`config.mk`:
```
export PLATFORM = sky130hd
export DESIGN_NAME = socks5_handshake_parser_flat
export DESIGN_NICKNAME = d
export VERILOG_FILES = /design/src/design/shp_pkg.sv /design/src/design/shp_in_if.sv /design/src/design/shp_out_if.sv /design/src/design/shp_in_stage.sv /design/src/design/shp_core.sv /design/src/design/shp_out_stage.sv /design/src/design/socks5_handshake_parser.sv /design/src/flat_wrapper.sv
export VERILOG_INCLUDE_DIRS = /design/src /design/src/design
export SDC_FILE = /design/constraint.sdc
export NUM_CORES = 1
export LEC_CHECK = 0
export BUFFER_PORTS_ARGS = -buffer_cell sky130_fd_sc_hd__buf_2
export CAP_MARGIN = 20
export CORE_MARGIN = 2
export CORE_UTILIZATION = 57
export CTS_CLUSTER_SIZE = 30
export DETAILED_ROUTE_END_ITERATION = 6
export PLACE_DENSITY = 0.91
export SYNTH_ARGS = -nofsm -noshare
export SYNTH_HDL_FRONTEND = slang
export SYNTH_SLANG_ARGS = --single-unit
```
`constraint.sdc`:
```
create_clock -name clk -period 16.53 [get_ports clk]
set_input_delay 0.8265 -clock clk [delete_from_list [all_inputs] [get_ports clk]]
set_output_delay 0.8265 -clock clk [all_outputs]
set_load 0.005 [all_outputs]
```
`src/design/socks5_handshake_parser_macros.svh`:
```
// Assertion macros for the SOCKS5 handshake parser core.
`ifndef SOCKS5_HANDSHAKE_PARSER_MACROS_SVH
`define SOCKS5_HANDSHAKE_PARSER_MACROS_SVH

// Same-cycle implication, disabled during reset.
`define SHP_ASSERT_NOW(label, clk, rst_n, ante, cons, msg) \
  label: assert property (@(posedge clk) disable iff (!rst_n) (ante) |-> (cons)) \
    else $error(msg);

// Next-cycle implication, disabled during reset.
`define SHP_ASSERT_NEXT(label, clk, rst_n, ante, cons, msg) \
  label: assert property (@(posedge clk) disable iff (!rst_n) (ante) |=> (cons)) \
    else $error(msg);

`endif

```
`src/design/shp_pkg.sv`:
```
// Types and constants for the SOCKS5 handshake parser.
package shp_pkg;

  localparam int unsigned ByteW     = 8;
  localparam int unsigned CountW    = 9;
  localparam int unsigned KindW     = 2;
  localparam int unsigned ReplyW    = 4;
  localparam int unsigned AtypW     = 3;
  localparam int unsigned AddrHalfW = 64;
  localparam int unsigned PortW     = 16;

  localparam logic [KindW-1:0] KIND_GREET  = 2'd0;
  localparam logic [KindW-1:0] KIND_DOMAIN = 2'd1;
  localparam logic [KindW-1:0] KIND_REQ    = 2'd2;
  localparam logic [KindW-1:0] KIND_ERR    = 2'd3;

  localparam logic [ReplyW-1:0] REP_OK      = 4'd0;
  localparam logic [ReplyW-1:0] REP_GENERAL = 4'd1;
  localparam logic [ReplyW-1:0] REP_CMD     = 4'd7;
  localparam logic [ReplyW-1:0] REP_ATYP    = 4'd8;

  localparam logic [ByteW-1:0] SOCKS_VER   = 8'h05;
  localparam logic [ByteW-1:0] CMD_CONNECT = 8'h01;
  localparam logic [ByteW-1:0] BYTE_ZERO   = 8'h00;
  localparam logic [ByteW-1:0] ATYP_IPV4   = 8'h01;
  localparam logic [ByteW-1:0] ATYP_DOMAIN = 8'h03;
  localparam logic [ByteW-1:0] ATYP_IPV6   = 8'h04;
  localparam logic [ByteW-1:0] METH_NOAUTH = 8'h00;
  localparam logic [ByteW-1:0] METH_NONE   = 8'hFF;

  localparam logic [AtypW-1:0] AT_NONE   = 3'd0;
  localparam logic [AtypW-1:0] AT_IPV4   = 3'd1;
  localparam logic [AtypW-1:0] AT_DOMAIN = 3'd3;
  localparam logic [AtypW-1:0] AT_IPV6   = 3'd4;

  localparam logic [ByteW-1:0] IPV4_LEN = 8'd4;
  localparam logic [ByteW-1:0] IPV6_LEN = 8'd16;

  typedef enum logic [13:0] {
    PH_G_VER   = 14'b00000000000001,
    PH_G_NMETH = 14'b00000000000010,
    PH_G_METH  = 14'b00000000000100,
    PH_R_VER   = 14'b00000000001000,
    PH_R_CMD   = 14'b00000000010000,
    PH_R_RSV   = 14'b00000000100000,
    PH_R_ATYP  = 14'b00000001000000,
    PH_R_ADDR  = 14'b00000010000000,
    PH_R_DLEN  = 14'b00000100000000,
    PH_R_DOM   = 14'b00001000000000,
    PH_R_PORTH = 14'b00010000000000,
    PH_R_PORTL = 14'b00100000000000,
    PH_DONE    = 14'b01000000000000,
    PH_DEAD    = 14'b10000000000000
  } phase_t;

  typedef struct packed {
    logic [ByteW-1:0] data_byte;
    logic             restart;
  } item_t;

  typedef struct packed {
    logic [KindW-1:0]     result_kind;
    logic [ReplyW-1:0]    status_code;
    logic                 no_reply;
    logic [ByteW-1:0]     method;
    logic [AtypW-1:0]     address_type;
    logic [AddrHalfW-1:0] addr_high;
    logic [AddrHalfW-1:0] addr_low;
    logic [PortW-1:0]     port;
    logic [ByteW-1:0]     name_len;
    logic [ByteW-1:0]     domain_byte;
    logic [CountW-1:0]    consumed;
  } result_t;

endpackage

```
`src/design/shp_in_if.sv`:
```
// Request byte channel: valid/ready handshake with one client byte per item.
interface shp_in_if;
  logic                      valid;
  logic                      ready;
  logic [shp_pkg::ByteW-1:0] data_byte;
  logic                      restart;

  modport source (output valid, output data_byte, output restart, input ready);
  modport sink   (input valid, input data_byte, input restart, output ready);
endinterface

```
`src/design/shp_out_if.sv`:
```
// Parser result channel: valid/ready handshake with one result per item.
interface shp_out_if;
  logic                          valid;
  logic                          ready;
  logic [shp_pkg::KindW-1:0]     result_kind;
  logic [shp_pkg::ReplyW-1:0]    status_code;
  logic                          no_reply;
  logic [shp_pkg::ByteW-1:0]     method;
  logic [shp_pkg::AtypW-1:0]     address_type;
  logic [shp_pkg::AddrHalfW-1:0] addr_high;
  logic [shp_pkg::AddrHalfW-1:0] addr_low;
  logic [shp_pkg::PortW-1:0]     port;
  logic [shp_pkg::ByteW-1:0]     name_len;
  logic [shp_pkg::ByteW-1:0]     domain_byte;
  logic [shp_pkg::CountW-1:0]    consumed;

  modport source (output valid, output result_kind, output status_code, output no_reply,
                  output method, output address_type, output addr_high, output addr_low,
                  output port, output name_len, output domain_byte, output consumed,
                  input ready);
  modport sink   (input valid, input result_kind, input status_code, input no_reply,
                  input method, input address_type, input addr_high, input addr_low,
                  input port, input name_len, input domain_byte, input consumed,
                  output ready);
endinterface

```
`src/design/shp_in_stage.sv`:
```
// Input register stage holding one accepted request byte.
module shp_in_stage (
  input  logic            clk,
  input  logic            rst_n,
  input  logic            in_valid,
  output logic            in_ready,
  input  shp_pkg::item_t  in_item,
  input  logic            advance,
  output logic            item_valid,
  output shp_pkg::item_t  item
);

  logic           valid_r;
  shp_pkg::item_t item_r;

  assign in_ready   = !valid_r || advance;
  assign item_valid = valid_r;
  assign item       = item_r;

  always_ff @(posedge clk) begin
    if (!rst_n) begin
      valid_r <= 1'b0;
    end else if (in_ready) begin
      valid_r <= in_valid;
    end
  end

  always_ff @(posedge clk) begin
    if (in_ready && in_valid) begin
      item_r <= in_item;
    end
  end

endmodule

```
`src/design/shp_core.sv`:
```
// Parser state and per-byte decode of the greeting and connect request.
`include "socks5_handshake_parser_macros.svh"

module shp_core (
  input  logic              clk,
  input  logic              rst_n,
  input  logic              take,
  input  shp_pkg::item_t    item,
  output logic              res_valid,
  output shp_pkg::result_t  res
);

  shp_pkg::phase_t                   phase_r, phase_nxt;
  logic [shp_pkg::CountW-1:0]        byte_count_r, byte_count_nxt;
  logic [shp_pkg::ByteW-1:0]         remaining_r, remaining_nxt;
  logic                              saw_no_auth_r, saw_no_auth_nxt;
  logic [shp_pkg::AtypW-1:0]         kept_atyp_r, kept_atyp_nxt;
  logic [2*shp_pkg::AddrHalfW-1:0]   addr_r, addr_nxt;
  logic [shp_pkg::ByteW-1:0]         port_hi_r, port_hi_nxt;
  logic [shp_pkg::ByteW-1:0]         kept_dlen_r, kept_dlen_nxt;

  always_comb begin
    logic [shp_pkg::ByteW-1:0]   b;
    shp_pkg::phase_t             ph;
    logic [shp_pkg::CountW-1:0]  bc_inc;
    logic [shp_pkg::ByteW-1:0]   rem_dec;

    b = item.data_byte;

    // restart rewinds all state before this byte is parsed
    if (item.restart) begin
      ph              = shp_pkg::PH_G_VER;
      byte_count_nxt  = '0;
      remaining_nxt   = '0;
      saw_no_auth_nxt = 1'b0;
      kept_atyp_nxt   = shp_pkg::AT_NONE;
      addr_nxt        = '0;
      port_hi_nxt     = '0;
      kept_dlen_nxt   = '0;
    end else begin
      ph              = phase_r;
      byte_count_nxt  = byte_count_r;
      remaining_nxt   = remaining_r;
      saw_no_auth_nxt = saw_no_auth_r;
      kept_atyp_nxt   = kept_atyp_r;
      addr_nxt        = addr_r;
      port_hi_nxt     = port_hi_r;
      kept_dlen_nxt   = kept_dlen_r;
    end

    phase_nxt = ph;
    bc_inc    = byte_count_nxt + 9'd1;
    rem_dec   = remaining_nxt - 8'd1;
    res_valid = 1'b0;
    res       = '0;

    if (ph != shp_pkg::PH_DONE && ph != shp_pkg::PH_DEAD) begin
      byte_count_nxt = bc_inc;
    end

    unique case (ph)
      shp_pkg::PH_G_VER: begin
        if (b != shp_pkg::SOCKS_VER) begin
          res_valid       = 1'b1;
          res.result_kind = shp_pkg::KIND_ERR;
          res.status_code = shp_pkg::REP_GENERAL;
          res.no_reply    = 1'b1;
          phase_nxt       = shp_pkg::PH_DEAD;
        end else begin
          phase_nxt = shp_pkg::PH_G_NMETH;
        end
      end
      shp_pkg::PH_G_NMETH: begin
        if (b == shp_pkg::BYTE_ZERO) begin
          res_valid       = 1'b1;
          res.result_kind = shp_pkg::KIND_ERR;
          res.status_code = shp_pkg::REP_GENERAL;
          res.no_reply    = 1'b1;
          phase_nxt       = shp_pkg::PH_DEAD;
        end else begin
          remaining_nxt   = b;
          saw_no_auth_nxt = 1'b0;
          phase_nxt       = shp_pkg::PH_G_METH;
        end
      end
      shp_pkg::PH_G_METH: begin
        saw_no_auth_nxt = saw_no_auth_nxt || (b == shp_pkg::METH_NOAUTH);
        remaining_nxt   = rem_dec;
        if (rem_dec == '0) begin
          res_valid       = 1'b1;
          res.result_kind = shp_pkg::KIND_GREET;
          res.method      = saw_no_auth_nxt ? shp_pkg::METH_NOAUTH : shp_pkg::METH_NONE;
          res.consumed    = bc_inc;
          byte_count_nxt  = '0;
          phase_nxt       = shp_pkg::PH_R_VER;
        end
      end
      shp_pkg::PH_R_VER: begin
        if (b != shp_pkg::SOCKS_VER) begin
          res_valid       = 1'b1;
          res.result_kind = shp_pkg::KIND_ERR;
          res.status_code = shp_pkg::REP_GENERAL;
          res.no_reply    = 1'b1;
          phase_nxt       = shp_pkg::PH_DEAD;
        end else begin
          phase_nxt = shp_pkg::PH_R_CMD;
        end
      end
      shp_pkg::PH_R_CMD: begin
        if (b != shp_pkg::CMD_CONNECT) begin
          res_valid       = 1'b1;
          res.result_kind = shp_pkg::KIND_ERR;
          res.status_code = shp_pkg::REP_CMD;
          phase_nxt       = shp_pkg::PH_DEAD;
        end else begin
          phase_nxt = shp_pkg::PH_R_RSV;
        end
      end
      shp_pkg::PH_R_RSV: begin
        if (b != shp_pkg::BYTE_ZERO) begin
          res_valid       = 1'b1;
          res.result_kind = shp_pkg::KIND_ERR;
          res.status_code = shp_pkg::REP_GENERAL;
          phase_nxt       = shp_pkg::PH_DEAD;
        end else begin
          phase_nxt = shp_pkg::PH_R_ATYP;
        end
      end
      shp_pkg::PH_R_ATYP: begin
        addr_nxt      = '0;
        port_hi_nxt   = '0;
        kept_dlen_nxt = '0;
        if (b == shp_pkg::ATYP_IPV4) begin
          kept_atyp_nxt = shp_pkg::AT_IPV4;
          remaining_nxt = shp_pkg::IPV4_LEN;
          phase_nxt     = shp_pkg::PH_R_ADDR;
        end else if (b == shp_pkg::ATYP_DOMAIN) begin
          kept_atyp_nxt = shp_pkg::AT_DOMAIN;
          phase_nxt     = shp_pkg::PH_R_DLEN;
        end else if (b == shp_pkg::ATYP_IPV6) begin
          kept_atyp_nxt = shp_pkg::AT_IPV6;
          remaining_nxt = shp_pkg::IPV6_LEN;
          phase_nxt     = shp_pkg::PH_R_ADDR;
        end else begin
          res_valid       = 1'b1;
          res.result_kind = shp_pkg::KIND_ERR;
          res.status_code = shp_pkg::REP_ATYP;
          phase_nxt       = shp_pkg::PH_DEAD;
        end
      end
      shp_pkg::PH_R_ADDR: begin
        addr_nxt      = {addr_nxt[2*shp_pkg::AddrHalfW-shp_pkg::ByteW-1:0], b};
        remaining_nxt = rem_dec;
        if (rem_dec == '0) begin
          phase_nxt = shp_pkg::PH_R_PORTH;
        end
      end
      shp_pkg::PH_R_DLEN: begin
        kept_dlen_nxt = b;
        remaining_nxt = b;
        phase_nxt     = (b == '0) ? shp_pkg::PH_R_PORTH : shp_pkg::PH_R_DOM;
      end
      shp_pkg::PH_R_DOM: begin
        res_valid        = 1'b1;
        res.result_kind  = shp_pkg::KIND_DOMAIN;
        res.address_type = shp_pkg::AT_DOMAIN;
        res.name_len     = kept_dlen_nxt;
        res.domain_byte  = b;
        remaining_nxt    = rem_dec;
        if (rem_dec == '0) begin
          phase_nxt = shp_pkg::PH_R_PORTH;
        end
      end
      shp_pkg::PH_R_PORTH: begin
        port_hi_nxt = b;
        phase_nxt   = shp_pkg::PH_R_PORTL;
      end
      shp_pkg::PH_R_PORTL: begin
        res_valid        = 1'b1;
        res.result_kind  = shp_pkg::KIND_REQ;
        res.address_type = kept_atyp_nxt;
        res.addr_high    = addr_nxt[2*shp_pkg::AddrHalfW-1:shp_pkg::AddrHalfW];
        res.addr_low     = addr_nxt[shp_pkg::AddrHalfW-1:0];
        res.port         = {port_hi_nxt, b};
        res.name_len     = (kept_atyp_nxt == shp_pkg::AT_DOMAIN) ? kept_dlen_nxt : '0;
        res.consumed     = bc_inc;
        phase_nxt        = shp_pkg::PH_DONE;
      end
      shp_pkg::PH_DONE, shp_pkg::PH_DEAD: begin
        phase_nxt = ph;
      end
      default: begin
        phase_nxt = shp_pkg::PH_DEAD;
      end
    endcase
  end

  always_ff @(posedge clk) begin
    if (!rst_n) begin
      phase_r       <= shp_pkg::PH_G_VER;
      byte_count_r  <= '0;
      remaining_r   <= '0;
      saw_no_auth_r <= 1'b0;
      kept_atyp_r   <= shp_pkg::AT_NONE;
      addr_r        <= '0;
      port_hi_r     <= '0;
      kept_dlen_r   <= '0;
    end else if (take) begin
      phase_r       <= phase_nxt;
      byte_count_r  <= byte_count_nxt;
      remaining_r   <= remaining_nxt;
      saw_no_auth_r <= saw_no_auth_nxt;
      kept_atyp_r   <= kept_atyp_nxt;
      addr_r        <= addr_nxt;
      port_hi_r     <= port_hi_nxt;
      kept_dlen_r   <= kept_dlen_nxt;
    end
  end

  `SHP_ASSERT_NEXT(a_err_kills, clk, rst_n,
    take && res_valid && res.result_kind == shp_pkg::KIND_ERR,
    phase_r == shp_pkg::PH_DEAD, "error did not end the request")
  `SHP_ASSERT_NEXT(a_greet_clears_count, clk, rst_n,
    take && res_valid && res.result_kind == shp_pkg::KIND_GREET,
    byte_count_r == '0 && phase_r == shp_pkg::PH_R_VER, "greeting end did not rewind count")
  `SHP_ASSERT_NOW(a_idle_silent, clk, rst_n,
    !item.restart && (phase_r == shp_pkg::PH_DONE || phase_r == shp_pkg::PH_DEAD),
    !res_valid, "result produced after request end")
  `SHP_ASSERT_NOW(a_domain_atyp, clk, rst_n,
    res_valid && res.result_kind == shp_pkg::KIND_DOMAIN,
    res.address_type == shp_pkg::AT_DOMAIN && res.name_len != '0,
    "domain byte with bad address info")

endmodule

```
`src/design/shp_out_stage.sv`:
```
// Result register stage with valid/ready output handshake.
module shp_out_stage (
  input  logic              clk,
  input  logic              rst_n,
  input  logic              take,
  input  logic              res_valid,
  input  shp_pkg::result_t  res,
  output logic              advance,
  output logic              out_valid,
  input  logic              out_ready,
  output shp_pkg::result_t  out_res
);

  logic             valid_r;
  shp_pkg::result_t res_r;

  assign advance   = !valid_r || out_ready;
  assign out_valid = valid_r;
  assign out_res   = res_r;

  always_ff @(posedge clk) begin
    if (!rst_n) begin
      valid_r <= 1'b0;
    end else if (advance) begin
      valid_r <= take && res_valid;
    end
  end

  always_ff @(posedge clk) begin
    if (take && res_valid) begin
      res_r <= res;
    end
  end

endmodule

```
`src/design/socks5_handshake_parser.sv`:
```
// SOCKS5 client handshake parser top level: greeting and connect request, one byte per item.
// Throughput: one byte per cycle sustained while the result side keeps taking results.
// An accepted byte is held in the input register, decoded by the core and its result registered.
// A stalled result holds the parse stage; the input register can still take a byte if it is empty.
// Synchronous active-low reset returns the parser to the greeting version byte.
module socks5_handshake_parser (
  input  logic       clk,
  input  logic       rst_n,
  shp_in_if.sink     in_ch,
  shp_out_if.source  out_ch
);

  shp_pkg::item_t   in_item;
  shp_pkg::item_t   item;
  logic             item_valid;
  logic             advance;
  logic             take;
  logic             res_valid;
  shp_pkg::result_t res;
  shp_pkg::result_t out_res;

  assign in_item.data_byte = in_ch.data_byte;
  assign in_item.restart   = in_ch.restart;
  assign take              = item_valid && advance;

  shp_in_stage u_in (
    .clk        (clk),
    .rst_n      (rst_n),
    .in_valid   (in_ch.valid),
    .in_ready   (in_ch.ready),
    .in_item    (in_item),
    .advance    (advance),
    .item_valid (item_valid),
    .item       (item)
  );

  shp_core u_core (
    .clk       (clk),
    .rst_n     (rst_n),
    .take      (take),
    .item      (item),
    .res_valid (res_valid),
    .res       (res)
  );

  shp_out_stage u_out (
    .clk       (clk),
    .rst_n     (rst_n),
    .take      (take),
    .res_valid (res_valid),
    .res       (res),
    .advance   (advance),
    .out_valid (out_ch.valid),
    .out_ready (out_ch.ready),
    .out_res   (out_res)
  );

  assign out_ch.result_kind  = out_res.result_kind;
  assign out_ch.status_code  = out_res.status_code;
  assign out_ch.no_reply     = out_res.no_reply;
  assign out_ch.method       = out_res.method;
  assign out_ch.address_type = out_res.address_type;
  assign out_ch.addr_high    = out_res.addr_high;
  assign out_ch.addr_low     = out_res.addr_low;
  assign out_ch.port         = out_res.port;
  assign out_ch.name_len     = out_res.name_len;
  assign out_ch.domain_byte  = out_res.domain_byte;
  assign out_ch.consumed     = out_res.consumed;

endmodule

```
`src/flat_wrapper.sv`:
```
// flat-port wrapper written by rule: the top's interface ports become plain ports
module socks5_handshake_parser_flat 
  (clk, rst_n, in_ch_valid, in_ch_data_byte, in_ch_restart, in_ch_ready, out_ch_valid, out_ch_result_kind, out_ch_status_code, out_ch_no_reply, out_ch_method, out_ch_address_type, out_ch_addr_high, out_ch_addr_low, out_ch_port, out_ch_name_len, out_ch_domain_byte, out_ch_consumed, out_ch_ready);
  shp_in_if in_ch_i ();
  shp_out_if out_ch_i ();
  input  logic clk;
  input  logic rst_n;
  input wire logic [$bits(in_ch_i.valid)-1:0] in_ch_valid;
  input wire logic [$bits(in_ch_i.data_byte)-1:0] in_ch_data_byte;
  input wire logic [$bits(in_ch_i.restart)-1:0] in_ch_restart;
  output wire logic [$bits(in_ch_i.ready)-1:0] in_ch_ready;
  output wire logic [$bits(out_ch_i.valid)-1:0] out_ch_valid;
  output wire logic [$bits(out_ch_i.result_kind)-1:0] out_ch_result_kind;
  output wire logic [$bits(out_ch_i.status_code)-1:0] out_ch_status_code;
  output wire logic [$bits(out_ch_i.no_reply)-1:0] out_ch_no_reply;
  output wire logic [$bits(out_ch_i.method)-1:0] out_ch_method;
  output wire logic [$bits(out_ch_i.address_type)-1:0] out_ch_address_type;
  output wire logic [$bits(out_ch_i.addr_high)-1:0] out_ch_addr_high;
  output wire logic [$bits(out_ch_i.addr_low)-1:0] out_ch_addr_low;
  output wire logic [$bits(out_ch_i.port)-1:0] out_ch_port;
  output wire logic [$bits(out_ch_i.name_len)-1:0] out_ch_name_len;
  output wire logic [$bits(out_ch_i.domain_byte)-1:0] out_ch_domain_byte;
  output wire logic [$bits(out_ch_i.consumed)-1:0] out_ch_consumed;
  input wire logic [$bits(out_ch_i.ready)-1:0] out_ch_ready;
  assign in_ch_i.valid = in_ch_valid;
  assign in_ch_i.data_byte = in_ch_data_byte;
  assign in_ch_i.restart = in_ch_restart;
  assign in_ch_ready = in_ch_i.ready;
  assign out_ch_valid = out_ch_i.valid;
  assign out_ch_result_kind = out_ch_i.result_kind;
  assign out_ch_status_code = out_ch_i.status_code;
  assign out_ch_no_reply = out_ch_i.no_reply;
  assign out_ch_method = out_ch_i.method;
  assign out_ch_address_type = out_ch_i.address_type;
  assign out_ch_addr_high = out_ch_i.addr_high;
  assign out_ch_addr_low = out_ch_i.addr_low;
  assign out_ch_port = out_ch_i.port;
  assign out_ch_name_len = out_ch_i.name_len;
  assign out_ch_domain_byte = out_ch_i.domain_byte;
  assign out_ch_consumed = out_ch_i.consumed;
  assign out_ch_i.ready = out_ch_ready;
  socks5_handshake_parser u_core (.clk(clk), .rst_n(rst_n), .in_ch(in_ch_i), .out_ch(out_ch_i));
endmodule
```
==> flow_summary_export.csv <==
group,metric,value,unit
routing,drcViolationCount,0,
hold_path,hp-class,"flop to flop",
worst_setup_path,crit_buf_inv,3,
cts,hold_buffers,0,
synth,synthTopCellsByArea,"edfxtp_1 39%, dfxtp_1 25%, a22oi_1 7.7%, and2_1 6.6%, nor2_1 5.0%",
cts,clkTransAtPathRegs,0.06,ns
routing,first_pass_iters,6,
cts,clock_latency,0.52,ns
synth,synth_seq_cells,369,
worst_setup_path,reg2reg_slack,11.66,ns
hold_path,min-delay-start,"u_core.u_core.saw_no_auth_r$_SDFFE_PN0P_",
global_route,grt_pass1_vias,9775,
job,maxCapViolations,0,
floorplan,core-area,0.02511,mm²
worst_setup_path,worst-endpoint-arrival,5.00,ns
global_route,grt_pass1_wl,53.99,mm
finish,antenna_cells,0,
worst_setup_path,critPathMostFrequentCell,"nand2_1",
worst_setup_path,r2r_start,"u_core.u_in.item[0]$_DFFE_PP_",
worst_setup_path,critPathMaxStageDelay,0.67,ns
timing,drv_slew,0,
synth,yosysTopAreaCellShare,38.90,%
place,gp_congestion,0.9186,
routing,drt_iter0_markers,1027,
finish,fin_util,66.91,%
floorplan,die-area,0.02675,mm²
floorplan,ios,202,
cts,cts_resized,0,
cts,cts_buffer_depth,3,
worst_setup_path,path_class,"flop to flop",
synth,syn_area_per_cell,11.48,µm²
worst_setup_path,worstPathMaxFanout,159,
global_route,grt_antenna_before_repair,0,
cts,postCtsSetupBuffers,0,
hold_path,whs_endpoint,"u_core.u_core.saw_no_auth_r$_SDFFE_PN0P_",
timing,slew-limit-headroom,31.87,%
timing,max_freq,205.5,MHz
timing,post-route-period-util,29.44,%
hold_path,hold_depth,2,
global_route,grt_max_degree,160,
worst_setup_path,start_kind,"flop",
cts,htreeDepth,2,
timing,tightest_slew,1.022,ns
floorplan,die_h,163.6,µm
worst_setup_path,endpoint_kind,"flop",
synth,ys_types,70,
finish,fin_area,0.01680,mm²
power,vdd_drop_max,0.08470,mV
worst_setup_path,critPathSlowestCell,"a21oi_4",
timing,setup_viol,0,
routing,via_per_inst,5.944,
timing,rsz0062_at_grt,"no",
synth,syn-instance-count,1264,
floorplan,rows,58,
routing,routed_wl,35.00,mm
place,io_buffers,201,
power,report.power.total,1860,µW
power,p_leak,0.006432,µW
cts,tritoncts,"built",
timing,setup_tns,0,ns
cts,cts.sinks,369,
global_route,grt_overflow,0,
finish,final_nets,1431,
global_route,grt_use_total,25.79,%
worst_setup_path,path_cells,"buf_4 > inv_1 > nand2_1 > ha_1 > nand2_1 > o31ai_1 > a22oi_1 > nor3_2 > a21oi_1 > a21oi_4 > buf_12",
synth,synth-warning-count,0,
synth,yosysTopAreaCell,"edfxtp_1",
cts,clockRootBuffer,"clkbuf_16",
worst_setup_path,crit_start,"u_core.u_in.item[0]$_DFFE_PP_",
synth,synth_flop_cell,"edfxtp_1",
worst_setup_path,critPathRequiredTime,16.67,ns
finish,area_growth,15.76,%
synth,syn-cell-area,0.01451,mm²
worst_setup_path,cpLargestDelayFamily,"compound AO/OA/AOI/OAI gates",
routing,wire_per_inst,19.75,µm
place,dp.final_hpwl,22.07,mm
timing,hold_ws,0.4811,ns
floorplan,die_w,163.6,µm
synth,synth_edf_count,188,
place,place_area,0.01561,mm²
cts,cts_buffers,36,
power,power.density,110.7,mW/mm²
synth,synth_async_sr_flop_share,0,%
timing,hold_viol_final,0,
finish,drive_gt1_share,20.18,%
timing,period_minus_slack,4.866,ns
worst_setup_path,worstReg2RegEnd,"u_core.u_out.out_res[17]$_DFFE_PP_",
synth,synthesis.nets,1280,
status,status,"finished, final reports clean",
routing,ant_nets,0,
routing,via_count,10533,
timing,fin_worst_skew,0.01305,ns
worst_setup_path,reg2reg_depth,11,
floorplan,start_util,57.80,%
synth,ys_seq_area_share,63.87,%
state kept, by name (all words and copies together) (netlist names):
name / flops
u_core.u_core.remaining_r: 8
u_core.u_core.port_hi_r: 8
u_core.u_core.phase_r: 14
u_core.u_out.out_valid: 1
u_core.u_core.addr_r: 128
u_core.u_core.byte_count_r: 9
u_core.u_core.saw_no_auth_r: 1
u_core.u_in.item: 9
u_core.u_out.out_res: 179
u_core.u_core.kept_atyp_r: 3
u_core.u_core.kept_dlen_r: 8
u_core.u_in.item_valid: 1
worst max path at each step:
stage | to | cells past startpoint | slack, ns
2_1_floorplan | u_core.u_out.out_res[0]$_DFFE_PP_ | 12 | 4.63
6_report | u_core.u_out.out_res[17]$_DFFE_PP_ | 11 | 11.66
5_1_grt | u_core.u_out.out_res[57]$_SDFFCE_PP0P_ | 11 | 11.38
3_3_place_gp | u_core.u_out.out_res[58]$_SDFFCE_PP0P_ | 11 | 12.02
4_1_cts | u_core.u_out.out_res[57]$_SDFFCE_PP0P_ | 11 | 11.80
3_5_place_dp | u_core.u_out.out_res[53]$_SDFFCE_PP0P_ | 11 | 11.83
where the power goes:
part / internal [µW] / total, µW / switching [µW]
registers: 975 / 985 / 10.4
logic: 18.9 / 67.6 / 48.7
clock network: 466 / 807 / 341
total: 1460 / 1860 / 400
per-stage QoR:
stage          instances  setup slack [ns]
3_5_place_dp        1706             11.83
6_report            1772             11.66
3_3_place_gp        1706             12.02
2_1_floorplan       1264             4.630
4_1_cts             1771             11.80
5_1_grt             1772             11.38
Yosys cell counts, types with 8 or more instances:
library cell / n
o21ai_0: 29
a31oi_1: 9
buf_2: 26
nand3_1: 12
nand2_1: 43
nand4_1: 12
edfxtp_1: 188
xnor2_1: 8
nor2b_1: 18
a21oi_1: 19
nor3_1: 13
and2_1: 154
clkbuf_1: 62
a22oi_1: 149
dfxtp_1: 181
buf_4: 8
inv_1: 12
nor2_1: 192
worst reg2reg max path: cells and delay by family (launching register included):
kind            cells  cell delay, ns
compound gates      4            1.49
buf+inv             3            1.31
simple gates        3            0.71
fa+ha+maj           1            0.43
flops               1            0.32
routing by layer:
metal,GRT usage (%),vias up,share of wire [%]
met5,0,-,0
met4,11.00,0,3.9
met3,4.165,80,7.3
met2,40.60,493,47
met1,35.72,5101,42
li1,-,4859,-
cells by family after synthesis:
family / Yosys count / synth area share, %
and+or+nand+nor: 500 / 18.52
muxes: 5 / 0.3707
adders and majority gates: 3 / 0.2587
AOI/OAI and AO/OA: 260 / 12.70
xor gates and xnor gates: 15 / 0.9053
buffers and inverters: 112 / 3.380
DFF: 369 / 63.87
area by class of cell:
type,instances,area [µm²]
clock inverters,13,140.1
flip-flops and latches,369,9269
repair buffers,212,1121
fillers,1869,8309
multi-input cells,783,4782
inverters,13,51.30
clock buffers,52,1023
well taps,330,412.9
layout by cell type (no fill, tap or decap), types with 4 or more instances in the layout:
cell type | synthesis | final
o2bb2ai_1 | 5 | 5
o31ai_1 | 5 | 5
dfxtp_1 | 181 | 181
inv_1 | 12 | 12
nand3_1 | 12 | 12
nand4_1 | 12 | 12
o21ai_0 | 29 | 28
nor4_4 | 4 | 4
edfxtp_1 | 188 | 188
xnor2_1 | 8 | 8
clkbuf_16 | 0 | 38
or3_1 | 7 | 7
buf_4 | 8 | 9
clkinv_2 | 0 | 4
and2_1 | 154 | 154
o22ai_1 | 7 | 7
a31oi_1 | 9 | 9
o21a_1 | 6 | 6
a211oi_1 | 5 | 5
buf_2 | 26 | 201
a22oi_1 | 149 | 149
nor2_1 | 192 | 192
nand2_1 | 43 | 43
clkbuf_1 | 62 | 12
xor2_1 | 7 | 7
nor2b_1 | 18 | 18
a21o_1 | 6 | 6
nand2b_1 | 5 | 5
a21oi_1 | 19 | 18
nor4_1 | 7 | 6
nor3_1 | 13 | 13
(Power assumes the default switching activity.)
